File: src/hw/rtl/rrb_pkg.sv
package rrb_pkg;

  // Default number of fraction bits of the blend weight.
  localparam int unsigned FRACTION_BITS_DEF = 16;

  // Fixed field widths.
  localparam int unsigned CHAN_W  = 8;
  localparam int unsigned RATIO_W = 16;
  localparam int unsigned IN_DATA_W  = 6 * CHAN_W + 2 * RATIO_W;
  localparam int unsigned OUT_DATA_W = 3 * CHAN_W;

  typedef struct packed {
    logic [CHAN_W-1:0] red;
    logic [CHAN_W-1:0] green;
    logic [CHAN_W-1:0] blue;
  } rgb_t;

  // Everything but the quotient that travels with an item through the divider stages.
  typedef struct packed {
    rgb_t               base;
    rgb_t               mix;
    logic [RATIO_W-1:0] den;
    logic [RATIO_W-1:0] rem;
    logic               err;  // denominator is zero
    logic               sat;  // numerator at or above denominator, weight is one
  } div_ctl_t;

endpackage

File: src/hw/rtl/rgb_ratio_blend_unit.sv
// Blends two RGB888 colors by the ratio num/den, the share of the secondary color.
// Input channel (s_axis): one item holds a primary color, a secondary color and
// the ratio. Output channel (m_axis): one blended color per item, with an error
// flag in tuser that is set when the denominator was zero.
// The weight w = floor((num << FRACTION_BITS) / den) is formed by a pipelined
// restoring divider, one quotient bit per stage. A numerator at or above the
// denominator, or a zero denominator, gives the full weight, so the result is
// the secondary color. Three channel lanes then multiply in parallel and the
// output register merges them into one result item.
// An accepted item passes the divider stages, the lane stage and the output
// register, in that order. Throughput is one item per cycle while the
// receiver does not stall the output.
// Every stage has its own valid bit, so a stalled receiver only holds the
// stages that are full; empty stages further up keep taking items, and
// s_axis_tready_o drops only when the whole pipeline is full.
// Reset clears all valid bits; no item is held across reset.
module rgb_ratio_blend_unit #(
  parameter int unsigned FRACTION_BITS = rrb_pkg::FRACTION_BITS_DEF
) (
  input  logic                              clk_i,
  input  logic                              rst_ni,
  input  logic                              s_axis_tvalid_i,
  output logic                              s_axis_tready_o,
  // base_red, base_green, base_blue, mix_red, mix_green, mix_blue,
  // ratio_numerator, ratio_denominator
  input  logic [rrb_pkg::IN_DATA_W-1:0]     s_axis_tdata_i,
  output logic                              m_axis_tvalid_o,
  input  logic                              m_axis_tready_i,
  // out_red, out_green, out_blue
  output logic [rrb_pkg::OUT_DATA_W-1:0]    m_axis_tdata_o,
  // ratio_error
  output logic                              m_axis_tuser_o
);

  localparam int unsigned CW = rrb_pkg::CHAN_W;
  localparam int unsigned RW = rrb_pkg::RATIO_W;
  localparam logic [FRACTION_BITS:0] ONE = {1'b1, {FRACTION_BITS{1'b0}}};

  // Stage index 0 .. FRACTION_BITS-1 are divider steps, FRACTION_BITS is the lane stage.
  logic [FRACTION_BITS:0]   valid_q, valid_d;
  logic [FRACTION_BITS+1:0] en;
  logic                     out_valid_q, out_valid_d;

  rrb_pkg::div_ctl_t        div_ctl  [FRACTION_BITS+1];
  logic [FRACTION_BITS-1:0] div_quot [FRACTION_BITS+1];
  rrb_pkg::div_ctl_t        in_ctl;
  logic [RW-1:0]            in_num;

  logic [FRACTION_BITS:0]   weight;
  logic                     lane_err_q;
  rrb_pkg::rgb_t            lane_rgb;
  rrb_pkg::rgb_t            out_rgb_q;
  logic                     out_err_q;

  // A stage may load when it is empty or when its contents move on.
  assign en[FRACTION_BITS+1] = !out_valid_q || m_axis_tready_i;
  for (genvar i = 0; i <= FRACTION_BITS; i++) begin : g_en
    assign en[i] = !valid_q[i] || en[i+1];
  end

  assign s_axis_tready_o = en[0];

  always_comb begin
    valid_d = valid_q;
    if (en[0]) begin
      valid_d[0] = s_axis_tvalid_i;
    end
    for (int i = 1; i <= FRACTION_BITS; i++) begin
      if (en[i]) begin
        valid_d[i] = valid_q[i-1];
      end
    end
    out_valid_d = en[FRACTION_BITS+1] ? valid_q[FRACTION_BITS] : out_valid_q;
  end

  always_ff @(posedge clk_i or negedge rst_ni) begin
    if (!rst_ni) begin
      valid_q     <= '0;
      out_valid_q <= 1'b0;
    end else begin
      valid_q     <= valid_d;
      out_valid_q <= out_valid_d;
    end
  end

  // Unpack the incoming item; the saturation test also covers a zero denominator.
  assign in_num = s_axis_tdata_i[6*CW +: RW];

  always_comb begin
    in_ctl.base.red   = s_axis_tdata_i[0*CW +: CW];
    in_ctl.base.green = s_axis_tdata_i[1*CW +: CW];
    in_ctl.base.blue  = s_axis_tdata_i[2*CW +: CW];
    in_ctl.mix.red    = s_axis_tdata_i[3*CW +: CW];
    in_ctl.mix.green  = s_axis_tdata_i[4*CW +: CW];
    in_ctl.mix.blue   = s_axis_tdata_i[5*CW +: CW];
    in_ctl.den        = s_axis_tdata_i[6*CW+RW +: RW];
    in_ctl.rem        = in_num;
    in_ctl.err        = (s_axis_tdata_i[6*CW+RW +: RW] == '0);
    in_ctl.sat        = (in_num >= s_axis_tdata_i[6*CW+RW +: RW]);
  end

  assign div_ctl[0]  = in_ctl;
  assign div_quot[0] = '0;

  for (genvar i = 0; i < FRACTION_BITS; i++) begin : g_div
    rrb_div_step #(
      .FRACTION_BITS (FRACTION_BITS)
    ) u_step (
      .clk_i  (clk_i),
      .en_i   (en[i]),
      .ctl_i  (div_ctl[i]),
      .quot_i (div_quot[i]),
      .ctl_o  (div_ctl[i+1]),
      .quot_o (div_quot[i+1])
    );
  end

  // The quotient is below one when it is used; saturated items take the full weight.
  assign weight = div_ctl[FRACTION_BITS].sat ? ONE : {1'b0, div_quot[FRACTION_BITS]};

  rrb_lane #(
    .FRACTION_BITS (FRACTION_BITS)
  ) u_lane_red (
    .clk_i    (clk_i),
    .en_i     (en[FRACTION_BITS]),
    .base_i   (div_ctl[FRACTION_BITS].base.red),
    .mix_i    (div_ctl[FRACTION_BITS].mix.red),
    .weight_i (weight),
    .chan_o   (lane_rgb.red)
  );

  rrb_lane #(
    .FRACTION_BITS (FRACTION_BITS)
  ) u_lane_green (
    .clk_i    (clk_i),
    .en_i     (en[FRACTION_BITS]),
    .base_i   (div_ctl[FRACTION_BITS].base.green),
    .mix_i    (div_ctl[FRACTION_BITS].mix.green),
    .weight_i (weight),
    .chan_o   (lane_rgb.green)
  );

  rrb_lane #(
    .FRACTION_BITS (FRACTION_BITS)
  ) u_lane_blue (
    .clk_i    (clk_i),
    .en_i     (en[FRACTION_BITS]),
    .base_i   (div_ctl[FRACTION_BITS].base.blue),
    .mix_i    (div_ctl[FRACTION_BITS].mix.blue),
    .weight_i (weight),
    .chan_o   (lane_rgb.blue)
  );

  // The error flag rides alongside the lane products.
  always_ff @(posedge clk_i) begin
    if (en[FRACTION_BITS]) begin
      lane_err_q <= div_ctl[FRACTION_BITS].err;
    end
  end

  // Merge stage: the three lane results and the flag form the result item.
  always_ff @(posedge clk_i) begin
    if (en[FRACTION_BITS+1]) begin
      out_rgb_q <= lane_rgb;
      out_err_q <= lane_err_q;
    end
  end

  assign m_axis_tvalid_o = out_valid_q;
  assign m_axis_tdata_o  = {out_rgb_q.blue, out_rgb_q.green, out_rgb_q.red};
  assign m_axis_tuser_o  = out_err_q;

`ifndef SYNTHESIS
  // A zero denominator must always take the saturated path.
  a_err_implies_sat : assert property (@(posedge clk_i) disable iff (!rst_ni)
    valid_q[FRACTION_BITS-1] && div_ctl[FRACTION_BITS].err |-> div_ctl[FRACTION_BITS].sat)
    else $error("zero denominator reached the lanes without saturation");

  // The divider remainder stays below the divisor for items that use the quotient.
  a_rem_below_den : assert property (@(posedge clk_i) disable iff (!rst_ni)
    valid_q[FRACTION_BITS-1] && !div_ctl[FRACTION_BITS].sat
      |-> div_ctl[FRACTION_BITS].rem < div_ctl[FRACTION_BITS].den)
    else $error("divider remainder out of range");

  // A full lane stage behind a stalled output must not lose its item.
  a_lane_held : assert property (@(posedge clk_i) disable iff (!rst_ni)
    valid_q[FRACTION_BITS] && out_valid_q && !m_axis_tready_i |=> valid_q[FRACTION_BITS])
    else $error("lane stage dropped an item during a stall");
`endif

endmodule

File: src/hw/rtl/rrb_div_step.sv
module rrb_div_step #(
  parameter int unsigned FRACTION_BITS = rrb_pkg::FRACTION_BITS_DEF
) (
  input  logic                     clk_i,
  input  logic                     en_i,
  input  rrb_pkg::div_ctl_t        ctl_i,
  input  logic [FRACTION_BITS-1:0] quot_i,
  output rrb_pkg::div_ctl_t        ctl_o,
  output logic [FRACTION_BITS-1:0] quot_o
);

  logic [rrb_pkg::RATIO_W:0]   trial;
  logic [rrb_pkg::RATIO_W:0]   diff;
  logic                        ge;
  rrb_pkg::div_ctl_t           ctl_d, ctl_q;
  logic [FRACTION_BITS-1:0]    quot_d, quot_q;

  // One restoring division step: shift the remainder, try to take off the divisor.
  always_comb begin
    trial  = {ctl_i.rem, 1'b0};
    diff   = trial - {1'b0, ctl_i.den};
    ge     = (trial >= {1'b0, ctl_i.den});
    ctl_d  = ctl_i;
    ctl_d.rem = ge ? diff[rrb_pkg::RATIO_W-1:0] : trial[rrb_pkg::RATIO_W-1:0];
    quot_d = {quot_i[FRACTION_BITS-2:0], ge};
  end

  always_ff @(posedge clk_i) begin
    if (en_i) begin
      ctl_q  <= ctl_d;
      quot_q <= quot_d;
    end
  end

  assign ctl_o  = ctl_q;
  assign quot_o = quot_q;

endmodule

File: src/hw/rtl/rrb_lane.sv
module rrb_lane #(
  parameter int unsigned FRACTION_BITS = rrb_pkg::FRACTION_BITS_DEF
) (
  input  logic                        clk_i,
  input  logic                        en_i,
  input  logic [rrb_pkg::CHAN_W-1:0]  base_i,
  input  logic [rrb_pkg::CHAN_W-1:0]  mix_i,
  input  logic [FRACTION_BITS:0]      weight_i,
  output logic [rrb_pkg::CHAN_W-1:0]  chan_o
);

  localparam int unsigned PW = FRACTION_BITS + rrb_pkg::CHAN_W + 3;

  logic signed [rrb_pkg::CHAN_W:0]    diff_s;
  logic signed [FRACTION_BITS+1:0]    wt_s;
  logic signed [PW-1:0]               prod_d, prod_q;
  logic [rrb_pkg::CHAN_W-1:0]         base_q;
  logic signed [PW-1:0]               sum;

  // base*(one-w) + mix*w is rewritten as base*one + (mix-base)*w.
  assign diff_s = $signed({1'b0, mix_i}) - $signed({1'b0, base_i});
  assign wt_s   = $signed({1'b0, weight_i});
  assign prod_d = PW'(diff_s) * PW'(wt_s);

  always_ff @(posedge clk_i) begin
    if (en_i) begin
      prod_q <= prod_d;
      base_q <= base_i;
    end
  end

  // The sum is never negative and stays below 256 * one.
  assign sum    = $signed({3'b000, base_q, {FRACTION_BITS{1'b0}}}) + prod_q;
  assign chan_o = sum[FRACTION_BITS+rrb_pkg::CHAN_W-1:FRACTION_BITS];

endmodule
File: config.mk
export PLATFORM = sky130hd
export DESIGN_NAME = rgb_ratio_blend_unit
export DESIGN_NICKNAME = d
export VERILOG_FILES = /design/src/hw/rtl/rrb_pkg.sv /design/src/hw/rtl/rgb_ratio_blend_unit.sv /design/src/hw/rtl/rrb_div_step.sv /design/src/hw/rtl/rrb_lane.sv
export SDC_FILE = /design/constraint.sdc
export NUM_CORES = 2
export LEC_CHECK = 0
export BUFFER_PORTS_ARGS = -buffer_cell sky130_fd_sc_hd__buf_2
export CAP_MARGIN = 20
export CORE_UTILIZATION = 58
export CTS_BUF_LIST = sky130_fd_sc_hd__clkbuf_2 sky130_fd_sc_hd__clkbuf_4 sky130_fd_sc_hd__clkbuf_8
export CTS_CLUSTER_SIZE = 24
export DETAILED_ROUTE_END_ITERATION = 6
export GPL_ROUTABILITY_DRIVEN = 0
export GPL_TIMING_DRIVEN = 0
export PLACE_DENSITY = 0.82
export SKIP_CTS_REPAIR_TIMING = 1
export SYNTH_ARGS = -nofsm -noshare
export SYNTH_HDL_FRONTEND = slang
export SYNTH_SLANG_ARGS = --single-unit
File: constraint.sdc
create_clock -name clk_i -period 8.6 [get_ports clk_i]
set_input_delay 0.86 -clock clk_i [delete_from_list [all_inputs] [get_ports clk_i]]
set_output_delay 0.86 -clock clk_i [all_outputs]
set_load 0.05 [all_outputs]
Word level (Yosys, flattened, before mapping)
Cells that the tools add are included.
- flip-flop bits (word level): 1556
- input bits: 84
- output and inout bits: 27
- logic and storage cells: 312
- $add $sub $neg: 21
- multiply operators: 3
- magnitude comparators: 17
- multiplexer cells: 16
- reduce and logical (&&, ||, !) cells: 37
- operators with widths (kind ; number):
    17-bit by 16-bit >= comparator with 1-bit output ; 16
    16-bit two-way mux ; 15
    16-bit subtractor ; 15
    24-bit adder ; 3
    9-bit by 18-bit multiplier with 24-bit output ; 3
    8-bit by 8-bit subtractor with 9-bit output ; 3
    1-bit zero test ; 18
    1-bit logical OR ; 18
    17-bit two-way mux ; 1
    16-bit >= comparator ; 1
    16-bit zero test ; 1

Longest topological paths before layout
- word-level depth: 19
- mapped depth: 28
- gate-level depth less buffers: 28

Cells and area by module
A second synthesis with hierarchy kept.
- cells, all modules: 5809
- area total of the unflattened synthesis: 83124.7 sq um
- modules (own cells, without submodules) (module ; times used ; cells an instance ; area each (sq um) ; sequential area each (sq um)):
    rrb_div_step ; 16 ; 249 ; 4043.9 ; 2942.8
    rrb_lane at u_lane_blue ; 1 ; 547 ; 5454.0 ; 480.5
    rrb_lane at u_lane_green ; 1 ; 554 ; 5439.0 ; 480.5
    rrb_lane at u_lane_red ; 1 ; 550 ; 5425.2 ; 480.5
    rgb_ratio_blend_unit ; 1 ; 174 ; 2104.5 ; 1231.2

Worst setup path before layout
OpenSTA, ideal clock, no wires.
- path kind: input -> register
- from: input port m_axis_tready_i
- to: register g_div[5].u_step.ctl_q, in the netlist g_div[5].u_step.ctl_o[0] (enable)
- setup time: 1.077 ns
- data arrival time: 6.427 ns
- data required time: 7.523 ns
- path slack: 1.096 ns
- stages: 8
- path buffers: 1
- path through: nor2b_1 > nand2_1 > nor2_1 > and3_1 > clkbuf_1 > inv_1 > nor2_1 > nand3_1
- longest elaborated chain between the ends: 13
- RTL lines (element ; line ; RTL):
    from (decl) ; rgb_ratio_blend_unit.sv:28 ; input logic m_axis_tready_i,
    1-bit logical OR ; rgb_ratio_blend_unit.sv:56 ; assign en[FRACTION_BITS+1] = !out_valid_q || m_axis_tready_i;
    1-bit logical OR ; rgb_ratio_blend_unit.sv:58 ; assign en[i] = !valid_q[i] || en[i+1];
    via en[16] ; rgb_ratio_blend_unit.sv:41 ; logic [FRACTION_BITS+1:0] en;
    1-bit logical OR (5 in a row) ; rgb_ratio_blend_unit.sv:58 ;
    via en[11] ; rgb_ratio_blend_unit.sv:41 ;
    1-bit logical OR (6 in a row) ; rgb_ratio_blend_unit.sv:58 ;
    via en[5] ; rgb_ratio_blend_unit.sv:41 ;
    to (signal assigned) ; rrb_div_step.sv:30 ; ctl_q <= ctl_d;
    to (decl) ; rrb_div_step.sv:15 ; rrb_pkg::div_ctl_t ctl_d, ctl_q;
The timed path passes the listed nets, and every way through them passes these cells.
A chain may end at the register's enable or synchronous reset.

Worst setup path after layout
- from: register g_div[15].u_step.ctl_q, in the netlist g_div[15].u_step.ctl_o[0]
- to: register u_lane_blue.prod_q[23] (data pin)
- longest elaborated chain between the ends: 2
- RTL lines (element ; line ; RTL):
    from (decl) ; rrb_div_step.sv:15 ;
    from (signal assigned) ; rrb_div_step.sv:30 ;
    17-bit two-way mux ; rgb_ratio_blend_unit.sv:119 ; assign weight = div_ctl[FRACTION_BITS].sat ? ONE : {1'b0, div_quot[FRACTION_BITS]};
    9-bit by 18-bit multiplier with 24-bit output ; rrb_lane.sv:23 ; assign prod_d = PW'(diff_s) * PW'(wt_s);
    via u_lane_blue.prod_d[23] ; rrb_lane.sv:16 ; logic signed [PW-1:0] prod_d, prod_q;
    to (signal assigned) ; rrb_lane.sv:27 ; prod_q <= prod_d;
    to (decl) ; rrb_lane.sv:16 ;
The timed path passes the listed nets, and every way through them passes these cells.

==> flow_summary.toml <==
[sta]
whs_ns = 0.111
fin_skew_ns = 0.0552
slew_headroom = 0.209
hold_violations = 0
rsz0062_at_grt = "false"
fin_crit_ns = 7.94
setup_viol = 0
post-route-period-util = 0.923
final-max-slew-violation-count = 0
tightest_slew_ns = 1.18
fmax_ghz = 0.126

[setup_path]
ff2ff_setup_slack_ns = 0.66
cp.arrival_ns = 8.59
critPathKind = "reg -> reg"
worstPathRequired_ns = 9.24
critPathLaunchType = "register"
reg2reg_from = "g_div[15].u_step.ctl_o[0]$_DFFE_PP_"
endpoint_kind = "register"
cp-startpoint = "g_div[15].u_step.ctl_o[0]$_DFFE_PP_"
cp_max_fo = 10

[synthesis]
yosys.area_share.adder = 0.169
syn_inst = 5434
synth.avg_cell_area_um2 = 13.7
ys.flop_type = "edfxtp_1"
synth_top_family_by_area = "adder cells"
synth_commonest_cells = "edfxtp_1 (1490), inv_1 (585), nor2_1 (502), ha_1 (472), fa_1 (336)"
synth_fp_nets = 6326
synth.distinct_cells = 81
synth.mux.area_fraction = 0.0106
yosysSeqAreaShare = 0.606
synth_xor_area_frac = 0.0268
netlist_area_mm2 = 0.0746
synth_simple_gate_area_share = 0.0817
netlist_top_cells_area = "edfxtp_1 (60%), fa_1 (9.0%), ha_1 (7.9%)"
synth_warnings = 0
synth_compound_area_frac = 0.0711
yosysTopAreaCellShare = 0.600
ys_ff_latch = 1508
synth_most_common_cell = "edfxtp_1"
synth_area_leader_cell = "edfxtp_1"
synthArstFlopShare = 0.0119
synth_edf_count = 1490

[placed_design]
io_buffers = 110
dpl.cell_count = 7235
dp_hpwl_mm = 99.5
placed_cell_area_mm2 = 0.0779

[global_route]
grt_first_pass_wirelength_mm = 218
grt_max_degree = 78
grt_util_all_layers = 0.211
grt_overflow = 0
grt_pass1_vias = 44300
antenna_found_initial = 3

[clocking]
cts_buffers = 222
numClockSinks = 1508
tritoncts = "built"
clock_latency_ns = 0.92
cts_buffer_depth = 3
cts_root_buffer = "clkbuf_8"
path_clk_slew_ns = 0.07
h-tree-depth = 4

[floorplan]
floorplan.rows = 131
fp.dieH_um = 361
design.die.area_mm2 = 0.130
initial_core_util = 0.585
io_pins = 111
die_w_um = 361
fp.coreArea_mm2 = 0.128

[route]
drtPass1Iterations = 7
post_drt_wl_per_cell_um = 17.7
dr.max_layer_used = "met5"
drc = 4
route.met2.wl_mm = 68.9
post_drt_via_cell_ratio = 5.57
ant_nets = 0
route.met3.wl_mm = 9.04
drt_iter0_drc = 3368
vias = 42600
wl_mm = 135
wl_met1_mm = 52.0

[outcome]
violations = "DRC"
status = "finished with violations"

[final_layout]
drive_above_1_share = 0.0934
final_nets = 6690
area_growth_pct = 10.5
multi_input_area_mm2 = 0.0269
regArea_mm2 = 0.0452
nFillCells = 8781
utilization = 0.646
layout.cells.non_filler = 7640
design_area_mm2 = 0.0824

[min_path]
min_from = "s_axis_tdata_i[3]"
hp-class = "in -> reg"

[run]
drv_cap = 0
==> area by class of cell <==
class	count	share of cell area
Antenna cell	3	0.0000911
Buffer	97	0.00449
Timing Repair Buffer	140	0.0143
Sequential cell	1508	0.548
Multi-Input combinational cell	3239	0.327
Tap cell	1662	0.0252
Clock inverter	110	0.0103
Clock buffer	291	0.0436
Inverter	590	0.0270
==> metal layers <==
layer / up-vias / GRT usage
met5: - / 0
met4: 2 / 0.0942
met3: 361 / 0.0463
met2: 1551 / 0.375
met1: 20600 / 0.243
li1: 20100 / -
==> flip-flops by register name, summed over array words and instances (netlist names) <==
name and count:
m_axis_tvalid_o 1, u_lane_red.base_q 8, u_lane_blue.base_q 8, m_axis_tuser_o 1, u_lane_green.base_q 8, g_div.u_step.ctl_o 1280
u_lane_red.prod_q 8, g_div.u_step.quot_o 136, valid_q 17, lane_err_q 1, m_axis_tdata_o 24, u_lane_blue.prod_q 8
u_lane_green.prod_q 8
==> cell usage in the layout (no fill, tap or decap), types with 103 or more instances in the layout <==
master / netlist / final
a21o_1: 103 / 103
a21oi_1: 259 / 259
buf_2: 5 / 115
clkbuf_8: 0 / 225
edfxtp_1: 1490 / 1490
fa_1: 336 / 336
ha_1: 472 / 472
inv_1: 585 / 580
nand2_1: 275 / 269
nand2b_1: 162 / 162
nor2_1: 502 / 502
o21ai_0: 124 / 124
xnor2_1: 123 / 123
xor2_1: 103 / 103
==> logic make-up (layout without fill, tap and decap cells) <==
family / Yosys count / after routing
buffers and inverters: 687 / 1228
xor gates and xnor gates: 227 / 227
muxes: 71 / 71
DFF: 1508 / 1508
adders and majority gates: 808 / 808
other: 0 / 3
and+or+nand+nor: 1289 / 1289
AOI/OAI and AO/OA: 844 / 844
==> path summary, 6_finish.rpt <==
path / to / cells after the start
worst max-delay path: u_lane_blue.prod_q[23]$_DFFE_PP_ / 24
worst min-delay path: g_div[0].u_step.ctl_o[77]$_DFFE_PP_ / 1
worst max register to register: u_lane_blue.prod_q[23]$_DFFE_PP_ / 24
worst min register to register: g_div[14].u_step.ctl_o[41]$_DFFE_PP_ / 0
max in group asynchronous: valid_q[12]$_DFFE_PN0P_ / 2
min in group asynchronous: valid_q[1]$_DFFE_PN0P_ / 2
==> worst max-delay path, stage by stage (launching register included) <==
cell and delay (ns):
edfxtp_1 0.64, clkbuf_1 0.53, inv_2 0.26, clkbuf_1 0.37
nand2_1 0.35, clkbuf_1 0.51, nor2_1 0.15, fa_1 0.57
inv_1 0.06, fa_1 0.48, inv_1 0.06, fa_1 0.50
fa_1 0.54, inv_1 0.05, fa_1 0.53, inv_1 0.04
ha_1 0.18, or3_1 0.38, o2111ai_1 0.14, o211ai_2 0.18
a211oi_2 0.31, o21ai_4 0.14, a21oi_2 0.24, a31oi_1 0.11
xnor3_1 0.37
==> stage by stage <==
stage,TNS [ns],setup slack (ns)
floorplan,0,1.10
global placement,-452.06,-1.81
detailed placement,0,0.830
CTS,0,0.827
global route,0,0.420
finish,0,0.658
Power is left out: the tool's default activity adds up to more than one toggle a clock period on the data nets, which glitch-free logic cannot reach.
